--- src/rtl/rgb_contrast_stretch_core_macros.svh ---
// Assertion macros for the contrast stretch core.
// Each macro expects clk and rst_n in scope at the point of use.
`ifndef RGB_CONTRAST_STRETCH_CORE_MACROS_SVH
`define RGB_CONTRAST_STRETCH_CORE_MACROS_SVH

`ifndef SYNTH
`define RCS_ASSERT_ALWAYS(label, cond) \
    label: assert property (@(posedge clk) disable iff (!rst_n) (cond)) \
        else $error("rgb_contrast_stretch_core: invariant violated");
`define RCS_ASSERT_IMPLY(label, ante, cons) \
    label: assert property (@(posedge clk) disable iff (!rst_n) (ante) |-> (cons)) \
        else $error("rgb_contrast_stretch_core: implication violated");
`define RCS_ASSERT_NEXT(label, ante, cons) \
    label: assert property (@(posedge clk) disable iff (!rst_n) (ante) |=> (cons)) \
        else $error("rgb_contrast_stretch_core: next-cycle check violated");
`else
`define RCS_ASSERT_ALWAYS(label, cond)
`define RCS_ASSERT_IMPLY(label, ante, cons)
`define RCS_ASSERT_NEXT(label, ante, cons)
`endif

`endif

--- src/rtl/rcs_pkg.sv ---
package rcs_pkg;

    localparam int PIX_W          = 8;
    localparam int STEP_W         = $clog2(PIX_W);
    localparam int NUM_COLORS     = 3;
    localparam int QUEUE_DEPTH_DEF = 4;

    localparam logic [PIX_W-1:0] LEVEL_TOP    = 8'd255;
    localparam logic [PIX_W-1:0] LEVEL_BOTTOM = 8'd0;

    localparam logic OP_MEASURE = 1'b0;
    localparam logic OP_MAP     = 1'b1;

    typedef struct packed {
        logic [PIX_W-1:0] red;
        logic [PIX_W-1:0] green;
        logic [PIX_W-1:0] blue;
        logic [PIX_W-1:0] alpha;
        logic [PIX_W-1:0] level_min;
        logic [PIX_W-1:0] level_max;
    } map_item_t;

    typedef struct packed {
        logic full;
        logic empty;
    } q_stat_t;

endpackage

--- src/rtl/rgb_contrast_stretch_core.sv ---
// Min-max contrast stretch of RGBA pixels in two passes. Measure transactions
// (operation 0) fold red, green and blue into one shared minimum and maximum;
// frame_start on a measure restarts them. Map transactions (operation 1) yield
// (v - min) * 255 / (max - min) per color, clamped to 0..255, with alpha copied;
// a flat or empty range gives 0. Measure transactions are taken one per clock
// while the queue is not full. Each map transaction snapshots the statistics
// at acceptance and waits in a QUEUE_DEPTH-entry queue; the back end runs one
// restoring divider per color, one quotient bit per cycle, and takes a new map
// item from the queue only once the last result has moved to the output register.
// full rises when the queue is full, blocking both kinds of input.
`include "rgb_contrast_stretch_core_macros.svh"

module rgb_contrast_stretch_core
#(
    parameter int QUEUE_DEPTH = rcs_pkg::QUEUE_DEPTH_DEF
)
(
    input  logic                       clk,
    input  logic                       rst_n,
    input  logic                       push,
    output logic                       full,
    input  logic                       operation,
    input  logic                       frame_start,
    input  logic [rcs_pkg::PIX_W-1:0]  red_in,
    input  logic [rcs_pkg::PIX_W-1:0]  green_in,
    input  logic [rcs_pkg::PIX_W-1:0]  blue_in,
    input  logic [rcs_pkg::PIX_W-1:0]  alpha_in,
    output logic                       empty,
    input  logic                       pop,
    output logic [rcs_pkg::PIX_W-1:0]  red_out,
    output logic [rcs_pkg::PIX_W-1:0]  green_out,
    output logic [rcs_pkg::PIX_W-1:0]  blue_out,
    output logic [rcs_pkg::PIX_W-1:0]  alpha_out
);

    rcs_pkg::q_stat_t   q_stat;
    rcs_pkg::map_item_t q_wr_data;
    rcs_pkg::map_item_t q_rd_data;
    logic               q_push;
    logic               q_pop;

    rcs_front u_front
    (
        .clk         (clk),
        .rst_n       (rst_n),
        .push        (push),
        .full        (full),
        .operation   (operation),
        .frame_start (frame_start),
        .red_in      (red_in),
        .green_in    (green_in),
        .blue_in     (blue_in),
        .alpha_in    (alpha_in),
        .q_stat      (q_stat),
        .q_push      (q_push),
        .q_data      (q_wr_data)
    );

    rcs_queue #(
        .DEPTH (QUEUE_DEPTH)
    ) u_queue
    (
        .clk     (clk),
        .rst_n   (rst_n),
        .wr_en   (q_push),
        .wr_data (q_wr_data),
        .rd_en   (q_pop),
        .rd_data (q_rd_data),
        .stat    (q_stat)
    );

    rcs_back u_back
    (
        .clk       (clk),
        .rst_n     (rst_n),
        .q_stat    (q_stat),
        .q_data    (q_rd_data),
        .q_pop     (q_pop),
        .empty     (empty),
        .pop       (pop),
        .red_out   (red_out),
        .green_out (green_out),
        .blue_out  (blue_out),
        .alpha_out (alpha_out)
    );

    `RCS_ASSERT_ALWAYS(a_queue_stat_exclusive, !(q_stat.full && q_stat.empty))
    `RCS_ASSERT_IMPLY(a_pop_only_when_filled, q_pop, !q_stat.empty)
    `RCS_ASSERT_NEXT(a_map_lands_in_queue, push && !full && (operation == rcs_pkg::OP_MAP), !q_stat.empty)

endmodule

--- src/rtl/rcs_front.sv ---
module rcs_front
(
    input  logic                       clk,
    input  logic                       rst_n,
    input  logic                       push,
    output logic                       full,
    input  logic                       operation,
    input  logic                       frame_start,
    input  logic [rcs_pkg::PIX_W-1:0]  red_in,
    input  logic [rcs_pkg::PIX_W-1:0]  green_in,
    input  logic [rcs_pkg::PIX_W-1:0]  blue_in,
    input  logic [rcs_pkg::PIX_W-1:0]  alpha_in,
    input  rcs_pkg::q_stat_t           q_stat,
    output logic                       q_push,
    output rcs_pkg::map_item_t         q_data
);

    logic [rcs_pkg::PIX_W-1:0] level_min_reg;
    logic [rcs_pkg::PIX_W-1:0] level_min_next;
    logic [rcs_pkg::PIX_W-1:0] level_max_reg;
    logic [rcs_pkg::PIX_W-1:0] level_max_next;
    logic                      accept;
    logic                      measure;
    logic [rcs_pkg::PIX_W-1:0] base_min;
    logic [rcs_pkg::PIX_W-1:0] base_max;
    logic [rcs_pkg::PIX_W-1:0] rg_min;
    logic [rcs_pkg::PIX_W-1:0] rg_max;
    logic [rcs_pkg::PIX_W-1:0] rgb_min;
    logic [rcs_pkg::PIX_W-1:0] rgb_max;

    assign full    = q_stat.full;
    assign accept  = push && !q_stat.full;
    assign measure = accept && (operation == rcs_pkg::OP_MEASURE);
    assign q_push  = accept && (operation == rcs_pkg::OP_MAP);

    // Map items carry the statistics as they stand at acceptance.
    assign q_data.red       = red_in;
    assign q_data.green     = green_in;
    assign q_data.blue      = blue_in;
    assign q_data.alpha     = alpha_in;
    assign q_data.level_min = level_min_reg;
    assign q_data.level_max = level_max_reg;

    always_comb
    begin
        base_min = frame_start ? rcs_pkg::LEVEL_TOP    : level_min_reg;
        base_max = frame_start ? rcs_pkg::LEVEL_BOTTOM : level_max_reg;
        rg_min   = (red_in < green_in) ? red_in : green_in;
        rg_max   = (red_in > green_in) ? red_in : green_in;
        rgb_min  = (blue_in < rg_min) ? blue_in : rg_min;
        rgb_max  = (blue_in > rg_max) ? blue_in : rg_max;

        level_min_next = level_min_reg;
        level_max_next = level_max_reg;
        if (measure)
        begin
            level_min_next = (rgb_min < base_min) ? rgb_min : base_min;
            level_max_next = (rgb_max > base_max) ? rgb_max : base_max;
        end
    end

    always_ff @(posedge clk or negedge rst_n)
    begin
        if (!rst_n)
        begin
            level_min_reg <= rcs_pkg::LEVEL_TOP;
            level_max_reg <= rcs_pkg::LEVEL_BOTTOM;
        end
        else
        begin
            level_min_reg <= level_min_next;
            level_max_reg <= level_max_next;
        end
    end

endmodule

--- src/rtl/rcs_queue.sv ---
module rcs_queue
#(
    parameter int DEPTH = rcs_pkg::QUEUE_DEPTH_DEF
)
(
    input  logic               clk,
    input  logic               rst_n,
    input  logic               wr_en,
    input  rcs_pkg::map_item_t wr_data,
    input  logic               rd_en,
    output rcs_pkg::map_item_t rd_data,
    output rcs_pkg::q_stat_t   stat
);

    localparam int PTR_W = (DEPTH > 1) ? $clog2(DEPTH) : 1;
    localparam int CNT_W = $clog2(DEPTH + 1);

    rcs_pkg::map_item_t slot_reg [DEPTH];
    logic [PTR_W-1:0]   wr_ptr_reg;
    logic [PTR_W-1:0]   wr_ptr_next;
    logic [PTR_W-1:0]   rd_ptr_reg;
    logic [PTR_W-1:0]   rd_ptr_next;
    logic [CNT_W-1:0]   count_reg;
    logic [CNT_W-1:0]   count_next;
    logic               do_wr;
    logic               do_rd;

    assign stat.full  = (count_reg == CNT_W'(DEPTH));
    assign stat.empty = (count_reg == '0);
    assign do_wr      = wr_en && !stat.full;
    assign do_rd      = rd_en && !stat.empty;
    assign rd_data    = slot_reg[rd_ptr_reg];

    always_comb
    begin
        wr_ptr_next = wr_ptr_reg;
        rd_ptr_next = rd_ptr_reg;
        count_next  = count_reg;
        if (do_wr)
        begin
            wr_ptr_next = (wr_ptr_reg == PTR_W'(DEPTH - 1)) ? '0 : wr_ptr_reg + 1'b1;
        end
        if (do_rd)
        begin
            rd_ptr_next = (rd_ptr_reg == PTR_W'(DEPTH - 1)) ? '0 : rd_ptr_reg + 1'b1;
        end
        if (do_wr && !do_rd)
        begin
            count_next = count_reg + 1'b1;
        end
        else if (do_rd && !do_wr)
        begin
            count_next = count_reg - 1'b1;
        end
    end

    always_ff @(posedge clk)
    begin
        if (do_wr)
        begin
            slot_reg[wr_ptr_reg] <= wr_data;
        end
    end

    always_ff @(posedge clk or negedge rst_n)
    begin
        if (!rst_n)
        begin
            wr_ptr_reg <= '0;
            rd_ptr_reg <= '0;
            count_reg  <= '0;
        end
        else
        begin
            wr_ptr_reg <= wr_ptr_next;
            rd_ptr_reg <= rd_ptr_next;
            count_reg  <= count_next;
        end
    end

endmodule

--- src/rtl/rcs_back.sv ---
module rcs_back
(
    input  logic                       clk,
    input  logic                       rst_n,
    input  rcs_pkg::q_stat_t           q_stat,
    input  rcs_pkg::map_item_t         q_data,
    output logic                       q_pop,
    output logic                       empty,
    input  logic                       pop,
    output logic [rcs_pkg::PIX_W-1:0]  red_out,
    output logic [rcs_pkg::PIX_W-1:0]  green_out,
    output logic [rcs_pkg::PIX_W-1:0]  blue_out,
    output logic [rcs_pkg::PIX_W-1:0]  alpha_out
);

    localparam int W  = rcs_pkg::PIX_W;
    localparam int NC = rcs_pkg::NUM_COLORS;
    localparam int SW = rcs_pkg::STEP_W;

    typedef enum logic [1:0] {
        ST_IDLE,
        ST_DIVIDE,
        ST_HOLD
    } state_t;

    state_t        state_reg;
    state_t        state_next;
    logic [SW-1:0] step_reg;
    logic [SW-1:0] step_next;
    logic          out_valid_reg;
    logic          out_valid_next;

    logic [W-1:0]  rem_reg   [NC];
    logic [W-1:0]  rem_next  [NC];
    logic [W-1:0]  num_reg   [NC];
    logic [W-1:0]  num_next  [NC];
    logic [W-1:0]  div_reg   [NC];
    logic [W-1:0]  div_next  [NC];
    logic [W-1:0]  quo_reg   [NC];
    logic [W-1:0]  quo_next  [NC];
    logic          zero_reg  [NC];
    logic          zero_next [NC];
    logic          sat_reg   [NC];
    logic          sat_next  [NC];
    logic [W-1:0]  alpha_reg;
    logic [W-1:0]  alpha_next;
    logic [W-1:0]  col_out_reg  [NC];
    logic [W-1:0]  col_out_next [NC];
    logic [W-1:0]  alpha_out_reg;
    logic [W-1:0]  alpha_out_next;

    logic [W-1:0]   sample [NC];
    logic [W-1:0]   diff   [NC];
    logic [2*W-1:0] prod   [NC];
    logic [W:0]     trial  [NC];
    logic           ge     [NC];
    logic           load;
    logic           emit;

    assign sample[0] = q_data.red;
    assign sample[1] = q_data.green;
    assign sample[2] = q_data.blue;

    assign load  = (state_reg == ST_IDLE) && !q_stat.empty;
    assign emit  = (state_reg == ST_HOLD) && (!out_valid_reg || pop);
    assign q_pop = load;

    assign empty     = !out_valid_reg;
    assign red_out   = col_out_reg[0];
    assign green_out = col_out_reg[1];
    assign blue_out  = col_out_reg[2];
    assign alpha_out = alpha_out_reg;

    always_comb
    begin
        state_next     = state_reg;
        step_next      = step_reg;
        out_valid_next = out_valid_reg;
        alpha_next     = alpha_reg;
        alpha_out_next = alpha_out_reg;

        for (int i = 0; i < NC; i++)
        begin
            // (s - min) * 255 as a shift and subtract
            diff[i]  = sample[i] - q_data.level_min;
            prod[i]  = {diff[i], {W{1'b0}}} - {{W{1'b0}}, diff[i]};
            trial[i] = {rem_reg[i], num_reg[i][W-1]};
            ge[i]    = (trial[i] >= {1'b0, div_reg[i]});

            rem_next[i]     = rem_reg[i];
            num_next[i]     = num_reg[i];
            div_next[i]     = div_reg[i];
            quo_next[i]     = quo_reg[i];
            zero_next[i]    = zero_reg[i];
            sat_next[i]     = sat_reg[i];
            col_out_next[i] = col_out_reg[i];

            if (load)
            begin
                zero_next[i] = (q_data.level_max <= q_data.level_min)
                               || (sample[i] <= q_data.level_min);
                sat_next[i]  = (sample[i] >= q_data.level_max);
                // High byte of the dividend is below the divisor when the
                // sample sits under the maximum, so the quotient fits W bits.
                rem_next[i]  = prod[i][2*W-1:W];
                num_next[i]  = prod[i][W-1:0];
                div_next[i]  = q_data.level_max - q_data.level_min;
                quo_next[i]  = '0;
            end
            else if (state_reg == ST_DIVIDE)
            begin
                rem_next[i] = ge[i] ? W'(trial[i] - {1'b0, div_reg[i]}) : trial[i][W-1:0];
                num_next[i] = {num_reg[i][W-2:0], 1'b0};
                quo_next[i] = {quo_reg[i][W-2:0], ge[i]};
            end

            if (emit)
            begin
                col_out_next[i] = zero_reg[i] ? rcs_pkg::LEVEL_BOTTOM :
                                  sat_reg[i]  ? rcs_pkg::LEVEL_TOP    : quo_reg[i];
            end
        end

        if (pop && out_valid_reg)
        begin
            out_valid_next = 1'b0;
        end

        case (state_reg)
            ST_IDLE:
            begin
                if (load)
                begin
                    alpha_next = q_data.alpha;
                    step_next  = '0;
                    state_next = ST_DIVIDE;
                end
            end
            ST_DIVIDE:
            begin
                step_next = step_reg + 1'b1;
                if (step_reg == SW'(W - 1))
                begin
                    state_next = ST_HOLD;
                end
            end
            ST_HOLD:
            begin
                // hold the result until the output register frees up
                if (emit)
                begin
                    alpha_out_next = alpha_reg;
                    out_valid_next = 1'b1;
                    state_next     = ST_IDLE;
                end
            end
            default:
            begin
                state_next = ST_IDLE;
            end
        endcase
    end

    always_ff @(posedge clk or negedge rst_n)
    begin
        if (!rst_n)
        begin
            state_reg     <= ST_IDLE;
            step_reg      <= '0;
            out_valid_reg <= 1'b0;
        end
        else
        begin
            state_reg     <= state_next;
            step_reg      <= step_next;
            out_valid_reg <= out_valid_next;
            alpha_reg     <= alpha_next;
            alpha_out_reg <= alpha_out_next;
            for (int i = 0; i < NC; i++)
            begin
                rem_reg[i]     <= rem_next[i];
                num_reg[i]     <= num_next[i];
                div_reg[i]     <= div_next[i];
                quo_reg[i]     <= quo_next[i];
                zero_reg[i]    <= zero_next[i];
                sat_reg[i]     <= sat_next[i];
                col_out_reg[i] <= col_out_next[i];
            end
        end
    end

endmodule
--- config.mk ---
export PLATFORM = sky130hd
export DESIGN_NAME = rgb_contrast_stretch_core
export DESIGN_NICKNAME = d
export VERILOG_FILES = /design/src/rtl/rcs_pkg.sv /design/src/rtl/rgb_contrast_stretch_core.sv /design/src/rtl/rcs_front.sv /design/src/rtl/rcs_queue.sv /design/src/rtl/rcs_back.sv
export VERILOG_INCLUDE_DIRS = /design/src /design/src/rtl
export SDC_FILE = /design/constraint.sdc
export NUM_CORES = 1
export LEC_CHECK = 0
export BUFFER_PORTS_ARGS = -buffer_cell sky130_fd_sc_hd__buf_2
export CAP_MARGIN = 10
export CORE_MARGIN = 5
export CORE_UTILIZATION = 45
export DETAILED_ROUTE_END_ITERATION = 10
export SYNTH_ARGS = -nofsm -noshare
export SYNTH_HDL_FRONTEND = slang
export SYNTH_SLANG_ARGS = --single-unit
--- constraint.sdc ---
create_clock -name clk -period 6.4 [get_ports clk]
set_input_delay 1.28 -clock clk [delete_from_list [all_inputs] [get_ports clk]]
set_output_delay 1.28 -clock clk [all_outputs]
set_load 0.1 [all_outputs]
# Word-level counts from Yosys, hierarchy flattened
# Memories as Yosys holds them, arrays and structs flattened.
# Cells that the tools add are included.
word_totals:
  reg_bits: 45
  latchBits: 0
  ram_bits: 318
  rom_bits: 0
  inputBits: 38
  output_inout_bits: 34
  word_cells: 149
  n_memories: 8
classes:
  addsub: 15
  n_mul: 0
  div: 0
  magnitude_cmp: 16
  eq_ne: 9
  n_shift: 0
  n_mux: 63
  n_bitwise: 1
  n_reduce_logical: 27
memory_table:
  columns: ["name", "depth", "width", "rd", "rd_ports_with_merged_regs", "write_ports", "line_no", "text"]
  rows:
  - ["u_queue.slot_reg", 4, 48, 1, 0, 1, "rcs_queue.sv:18", "rcs_pkg::map_item_t slot_reg [DEPTH];"]
  - ["u_back.col_out_reg", 3, 8, 3, 0, 3, "rcs_back.sv:47", "logic [W-1:0] col_out_reg [NC];"]
  - ["u_back.div_reg", 3, 8, 3, 0, 3, "rcs_back.sv:37", "logic [W-1:0] div_reg [NC];"]
  - ["u_back.num_reg", 3, 8, 3, 0, 3, "rcs_back.sv:35", "logic [W-1:0] num_reg [NC];"]
  - ["u_back.quo_reg", 3, 8, 3, 0, 3, "rcs_back.sv:39", "logic [W-1:0] quo_reg [NC];"]
  - ["u_back.rem_reg", 3, 8, 3, 0, 3, "rcs_back.sv:33", "logic [W-1:0] rem_reg [NC];"]
  - ["2 more memories", null, null, null, null, null, null, null]
ops:
  columns: ["op", "n"]
  rows:
  - ["two-way mux 8 bit", 41]
  - ["subtractor 8 bit", 7]
  - ["subtractor 16 x 8 -> 16 bit", 3]
  - ["<= comparator 8 bit", 4]
  - ["greater-or-equal comparator 9 x 8 -> 1 bit", 3]
  - ["greater-or-equal comparator 8 bit", 3]
  - ["greater-than comparator 8 bit", 3]
  - ["less-than comparator 8 bit", 3]
  - ["two-way mux 1 bit", 12]
  - ["logical AND 1 bit", 10]
  - ["two-way mux 2 bit", 5]
  - ["two-way mux 3 bit", 3]
  - ["AND reduction 3 bit", 3]
  - ["adder 3 x 1 -> 3 bit, second input constant", 2]
  - ["equality test 2 bit, second input constant", 3]
  - ["equality test 3 bit, second input constant", 2]
  - ["one-hot mux 2 bit (3 select lines)", 1]
  - ["one-hot mux 3 bit (2 select lines)", 1]
  - ["zero test 1 bit", 5]
  - ["adder 2 x 1 -> 2 bit, second input constant", 2]
  - ["logical OR 1 bit", 4]
  - ["!= test 2 bit, second input constant", 2]
  - ["nonzero test 2 bit", 2]
  - ["zero test 3 bit", 1]
  - ["other kinds (6)", 6]

# Longest topological paths before layout
logic_depth:
  depth_word: 9
  mapped_depth: 28
  depth_no_buf: 28

# Modules after synthesis
# Synthesis repeated with hierarchy kept, for this count alone.
hier_totals:
  hier_cells: 1438
  hier_area_um2: 18705.4
modules_own_cells:
  columns: ["mod", "n_inst", "cells_per_inst", "area_each_um2", "seq_area_each_um2"]
  rows:
  - ["rcs_back", 1, 895, 9042.4, 3933.8]
  - ["rcs_queue", 1, 288, 7354.6, 5940.7]
  - ["rcs_front", 1, 255, 2308.5, 410.4]

# Least setup slack after synthesis
# No wires, ideal clock.
synth_timing:
  path_kind: "input to register"
  start: "in rst_n"
  end: "mem u_back.num_reg[0][0] (netlist bit), enable pin"
  setup_time_ps: 613
  t_arrival_ps: 6523
  setup_slack_ps: -736
  cell_stages: 1
  n_path_buf: 0
  path_cell_list: "a21boi_0"
synth_lines:
  columns: ["element", "line_no", "text"]
  rows:
  - ["start, declared", "rgb_contrast_stretch_core.sv:19", "input logic rst_n,"]
  - ["end, declared", "rcs_back.sv:35", null]

# Worst setup path in the final report
layout_timing:
  start: "in green_in[1] (netlist bit)"
  end: "reg u_front.level_min_reg[7] (netlist bit)"
layout_via:
  elab_chain_len: 6
layout_rtl:
  columns: ["element", "line_no", "text"]
  rows:
  - ["start, declared", "rgb_contrast_stretch_core.sv:25", "input logic [rcs_pkg::PIX_W-1:0] green_in,"]
  - ["less-than comparator 8 bit", "rcs_front.sv:48", "rg_min = (red_in < green_in) ? red_in : green_in;"]
  - ["two-way mux 8 bit (*)", "rcs_front.sv:48", null]
  - ["less-than comparator 8 bit", "rcs_front.sv:50", "rgb_min = (blue_in < rg_min) ? blue_in : rg_min;"]
  - ["two-way mux 8 bit (*)", "rcs_front.sv:50", null]
  - ["less-than comparator 8 bit", "rcs_front.sv:57", "level_min_next = (rgb_min < base_min) ? rgb_min : base_min;"]
  - ["two-way mux 8 bit (*)", "rcs_front.sv:57", null]
  - ["end signal, assigned", "rcs_front.sv:66", "level_min_reg <= rcs_pkg::LEVEL_TOP;"]
  - ["end signal, assigned", "rcs_front.sv:71", "level_min_reg <= level_min_next;"]
  - ["end, declared", "rcs_front.sv:18", "logic [rcs_pkg::PIX_W-1:0] level_min_reg;"]
# Mark *: on every way between the ends. The rest lies on a longest branch, timed or not.
# A chain may end at the register's enable or synchronous reset.

==> results.md <==
* Design Power at 11.8 mW
* Post-synthesis compound-gate area fraction at 8.71%
* Iter 0 DRT Violations at 651
* Largest area contributor in the netlist: edfxtp_1
* Via/cell ratio at 5.41
* Avg Cell Area, Syn at 13.4 µm²
* DRT antenna net count at 0
* DR DRC count at 0
* WHS Endpoint: u_back.alpha_out[6]
* Nets at 1607
* Worst VDD drop at 251 µV
* R2r endpoint: u_back.rem_reg[0][13]
* Die Ht at 209 µm
* Router iterations before antenna repair at 5
* Die X at 209 µm
* Top delay family on crit path: compound AO/OA/AOI/OAI gates
* Flops & latches, synth at 347
* CP peak stage delay at 390 ps
* Hold wc startpoint: u_back.alpha_reg[6]
* RSZ-0062 raised after global routing: no
* Most frequent cells in the layout: edfxtp_1 (318), ha_1 (132), nor2_1 (107)
* Post-synth EDFFs at 318
* Crit Path Category: input port to flip-flop
* Post-CTS Hold Fix Bufs at 0
* Worst-path clk slew at 60 ps
* Antenna violations before repair at 1
* Least-Margin Pin Slew at 1140 ps
* Routed wl met2 at 18000 µm
* Antenna diodes at 0
* Top-Level Pins at 72
* Worst Skew at 17.2 ps
* Status: complete, no violations
* Final period util at 90.9%
* Ys Warns at 0
* Post-synthesis xor/xnor area fraction at 2.50%
* Crit path max fanout at 9
* Dpl cells at 1913
* Vias in the first global route at 10942
* Fmax at 172 MHz
* Post-synthesis mux area share at 9.00%
* Final Non-Filler Cells at 1983
* Synthesized cell area at 17900 µm²
* Sequential fraction of the synthesis area at 57.6%
* Wire length per cell at 19.3 µm
* R2r setup slk at 1760 ps
* Post-synthesis async set-or-reset flop share at 8.36%
* Slowest library cell on the worst path: a2111o_1
* Via count of the routed design at 10730
* Min-Delay Path Class: flip-flop to flip-flop
* CP endpoint kind: flip-flop
* Num CTS Buffers at 39
* Fin. Hold Viols at 0
* GRT Resource Usage Total at 17.5%
* CTS sink cnt at 347
* Post-CTS sizing at 0
* Largest net degree at the start of global routing at 98
* Setup crit start kind: input port
* Worst slew margin at 23.6%
* WL met1 at 18100 µm
* Htree depth at 2
* Wire length on met3 at 1490 µm
* Predominant post-synthesis flop cell: edfxtp_1
* Max FFs per register at 192
* Pleak at 7.76 nW
* Synth Area in Simple Gates at 9.50%
* Core ar. at 39500 µm²
* Combinational family with the most area after synthesis: adder cells
* Initial Utilization at 45.2%
* Final Cell Area at 20200 µm²
* Post-Syn Nets at 1515
* Root Driver: clkbuf_16
* Area Growth Syn to Fin at 13.2%
* CP bufs+invs at 2
* Worst EP arrival at 6270 ps
* Detail Placement HPWL at 27100 µm
* Share of cells above drive strength 1 at 16.8%
* Post-synth top area share at 53.5%
* Buffers added on ports at 71
* Crit path required time at 6850 ps
* DIE AREA at 43800 µm²
* Dominant cells by area after synthesis: edfxtp_1 (53%), ha_1 (9.3%), mux4_2 (6.1%)
* R2r startpoint: u_queue.rd_ptr_reg[0]
* Clk_lat worst skew at 530 ps
* Netlist cell types at 62
* Setup TNS at 0 ps
* WL final at 38300 µm
* First-pass GRT wire length at 61300 µm
* Setup bufs post-CTS at 0
* Reg2Reg Depth at 12
* Adder-cell area share of the yosys netlist at 10.1%
* Highest routed metal layer: met5
* Hold-critical path depth at 0
* Pins Over Slew Limit at 0
* Crit path time final at 5820 ps
* Row count at 73
* Final setup fails at 0
* Commonest non-fill, non-tap cell in the layout: edfxtp_1
* Maxcap violations at 0
* RD Place Congestion at 0.839
* Grt ovf at 0
* Gate Count Post-Synth at 1337
* PwrDens at 586 nW/µm²
* CTS tree: built
* Post-place instance area at 18900 µm²
* CTS max path bufs at 3
-- cells by family (layout without fill, tap and decap cells) --
kind of cell	Yosys count	count (layout)
buffers and inverters	120	241
AOI/OAI and AO/OA	242	242
muxes	98	98
and+or+nand+nor	339	339
adders and majority gates	140	140
DFF	347	347
xor gates and xnor gates	51	51
-- worst max path at each step --
stage / start / end / depth (start not counted)
finish: green_in[1] / u_front.level_min_reg[7] / 26
global route: green_in[1] / u_front.level_min_reg[7] / 26
CTS: green_in[1] / u_front.level_min_reg[7] / 26
detailed placement: green_in[1] / u_front.level_min_reg[7] / 26
global placement: green_in[1] / u_front.level_min_reg[5] / 26
floorplan: green_in[1] / u_front.level_max_reg[0] / 27
-- where the power goes --
group          switching (mW)  internal [mW]
Sequential              0.371           3.33
Combinational            3.40           2.43
Clock                   0.878           1.43
Total                    4.65           7.19
-- cells in the mapped netlist, types with 7 or more instances --
| library cell | number |
|---|---|
| edfxtp_1 | 318 |
| ha_1 | 132 |
| nor2_1 | 107 |
| inv_1 | 83 |
| nand2_1 | 69 |
| o21ai_0 | 64 |
| a21oi_1 | 58 |
| mux4_2 | 48 |
| xnor2_1 | 35 |
| mux2i_1 | 32 |
| and2_1 | 30 |
| clkbuf_1 | 30 |
| a21o_1 | 28 |
| nand4_1 | 26 |
| nor2b_1 | 24 |
| nand2b_1 | 23 |
| dfrtp_1 | 21 |
| mux2_2 | 17 |
| xor2_1 | 16 |
| nor3_1 | 13 |
| nand3_1 | 10 |
| o21a_1 | 10 |
| or2_2 | 10 |
| o21bai_1 | 9 |
| a211oi_1 | 8 |
| dfstp_2 | 8 |
| fa_1 | 8 |
| o2bb2ai_1 | 8 |
| a21boi_0 | 7 |
| buf_1 | 7 |
| nand3b_1 | 7 |
| o31ai_1 | 7 |
-- cell type report --
cell class | instances | area (µm²)
Clock inverter | 21 | 292
Clock buffer | 49 | 1030
Fill cell | 3421 | 19300
Timing Repair Buffer | 88 | 483
Sequential cell | 347 | 10300
Multi-Input combinational cell | 870 | 7140
Inverter | 83 | 312
Tap cell | 525 | 657
-- routing by layer --
layer	vias to the layer above	global-route usage, %
li1	5214	-
met1	5265	25.0
met2	190	28.8
met3	59	2.66
met4	2	3.76
met5	-	0
-- per-stage QoR --
| step | worst slack [ps] | hold WS (ps) | util (%) |
|---|---|---|---|
| final | 583 | 420 | 51.2 |
| after global routing | 241 | 426 | 51.2 |
| after CTS | 615 | 424 | 51.2 |
| after detailed placement | 97.5 | 410 | 47.8 |
| after global placement | 217 | 404 | 47.8 |
| after floorplan | 547 | 400 | - |
Note: power is estimated with default switching activity, not from simulation.
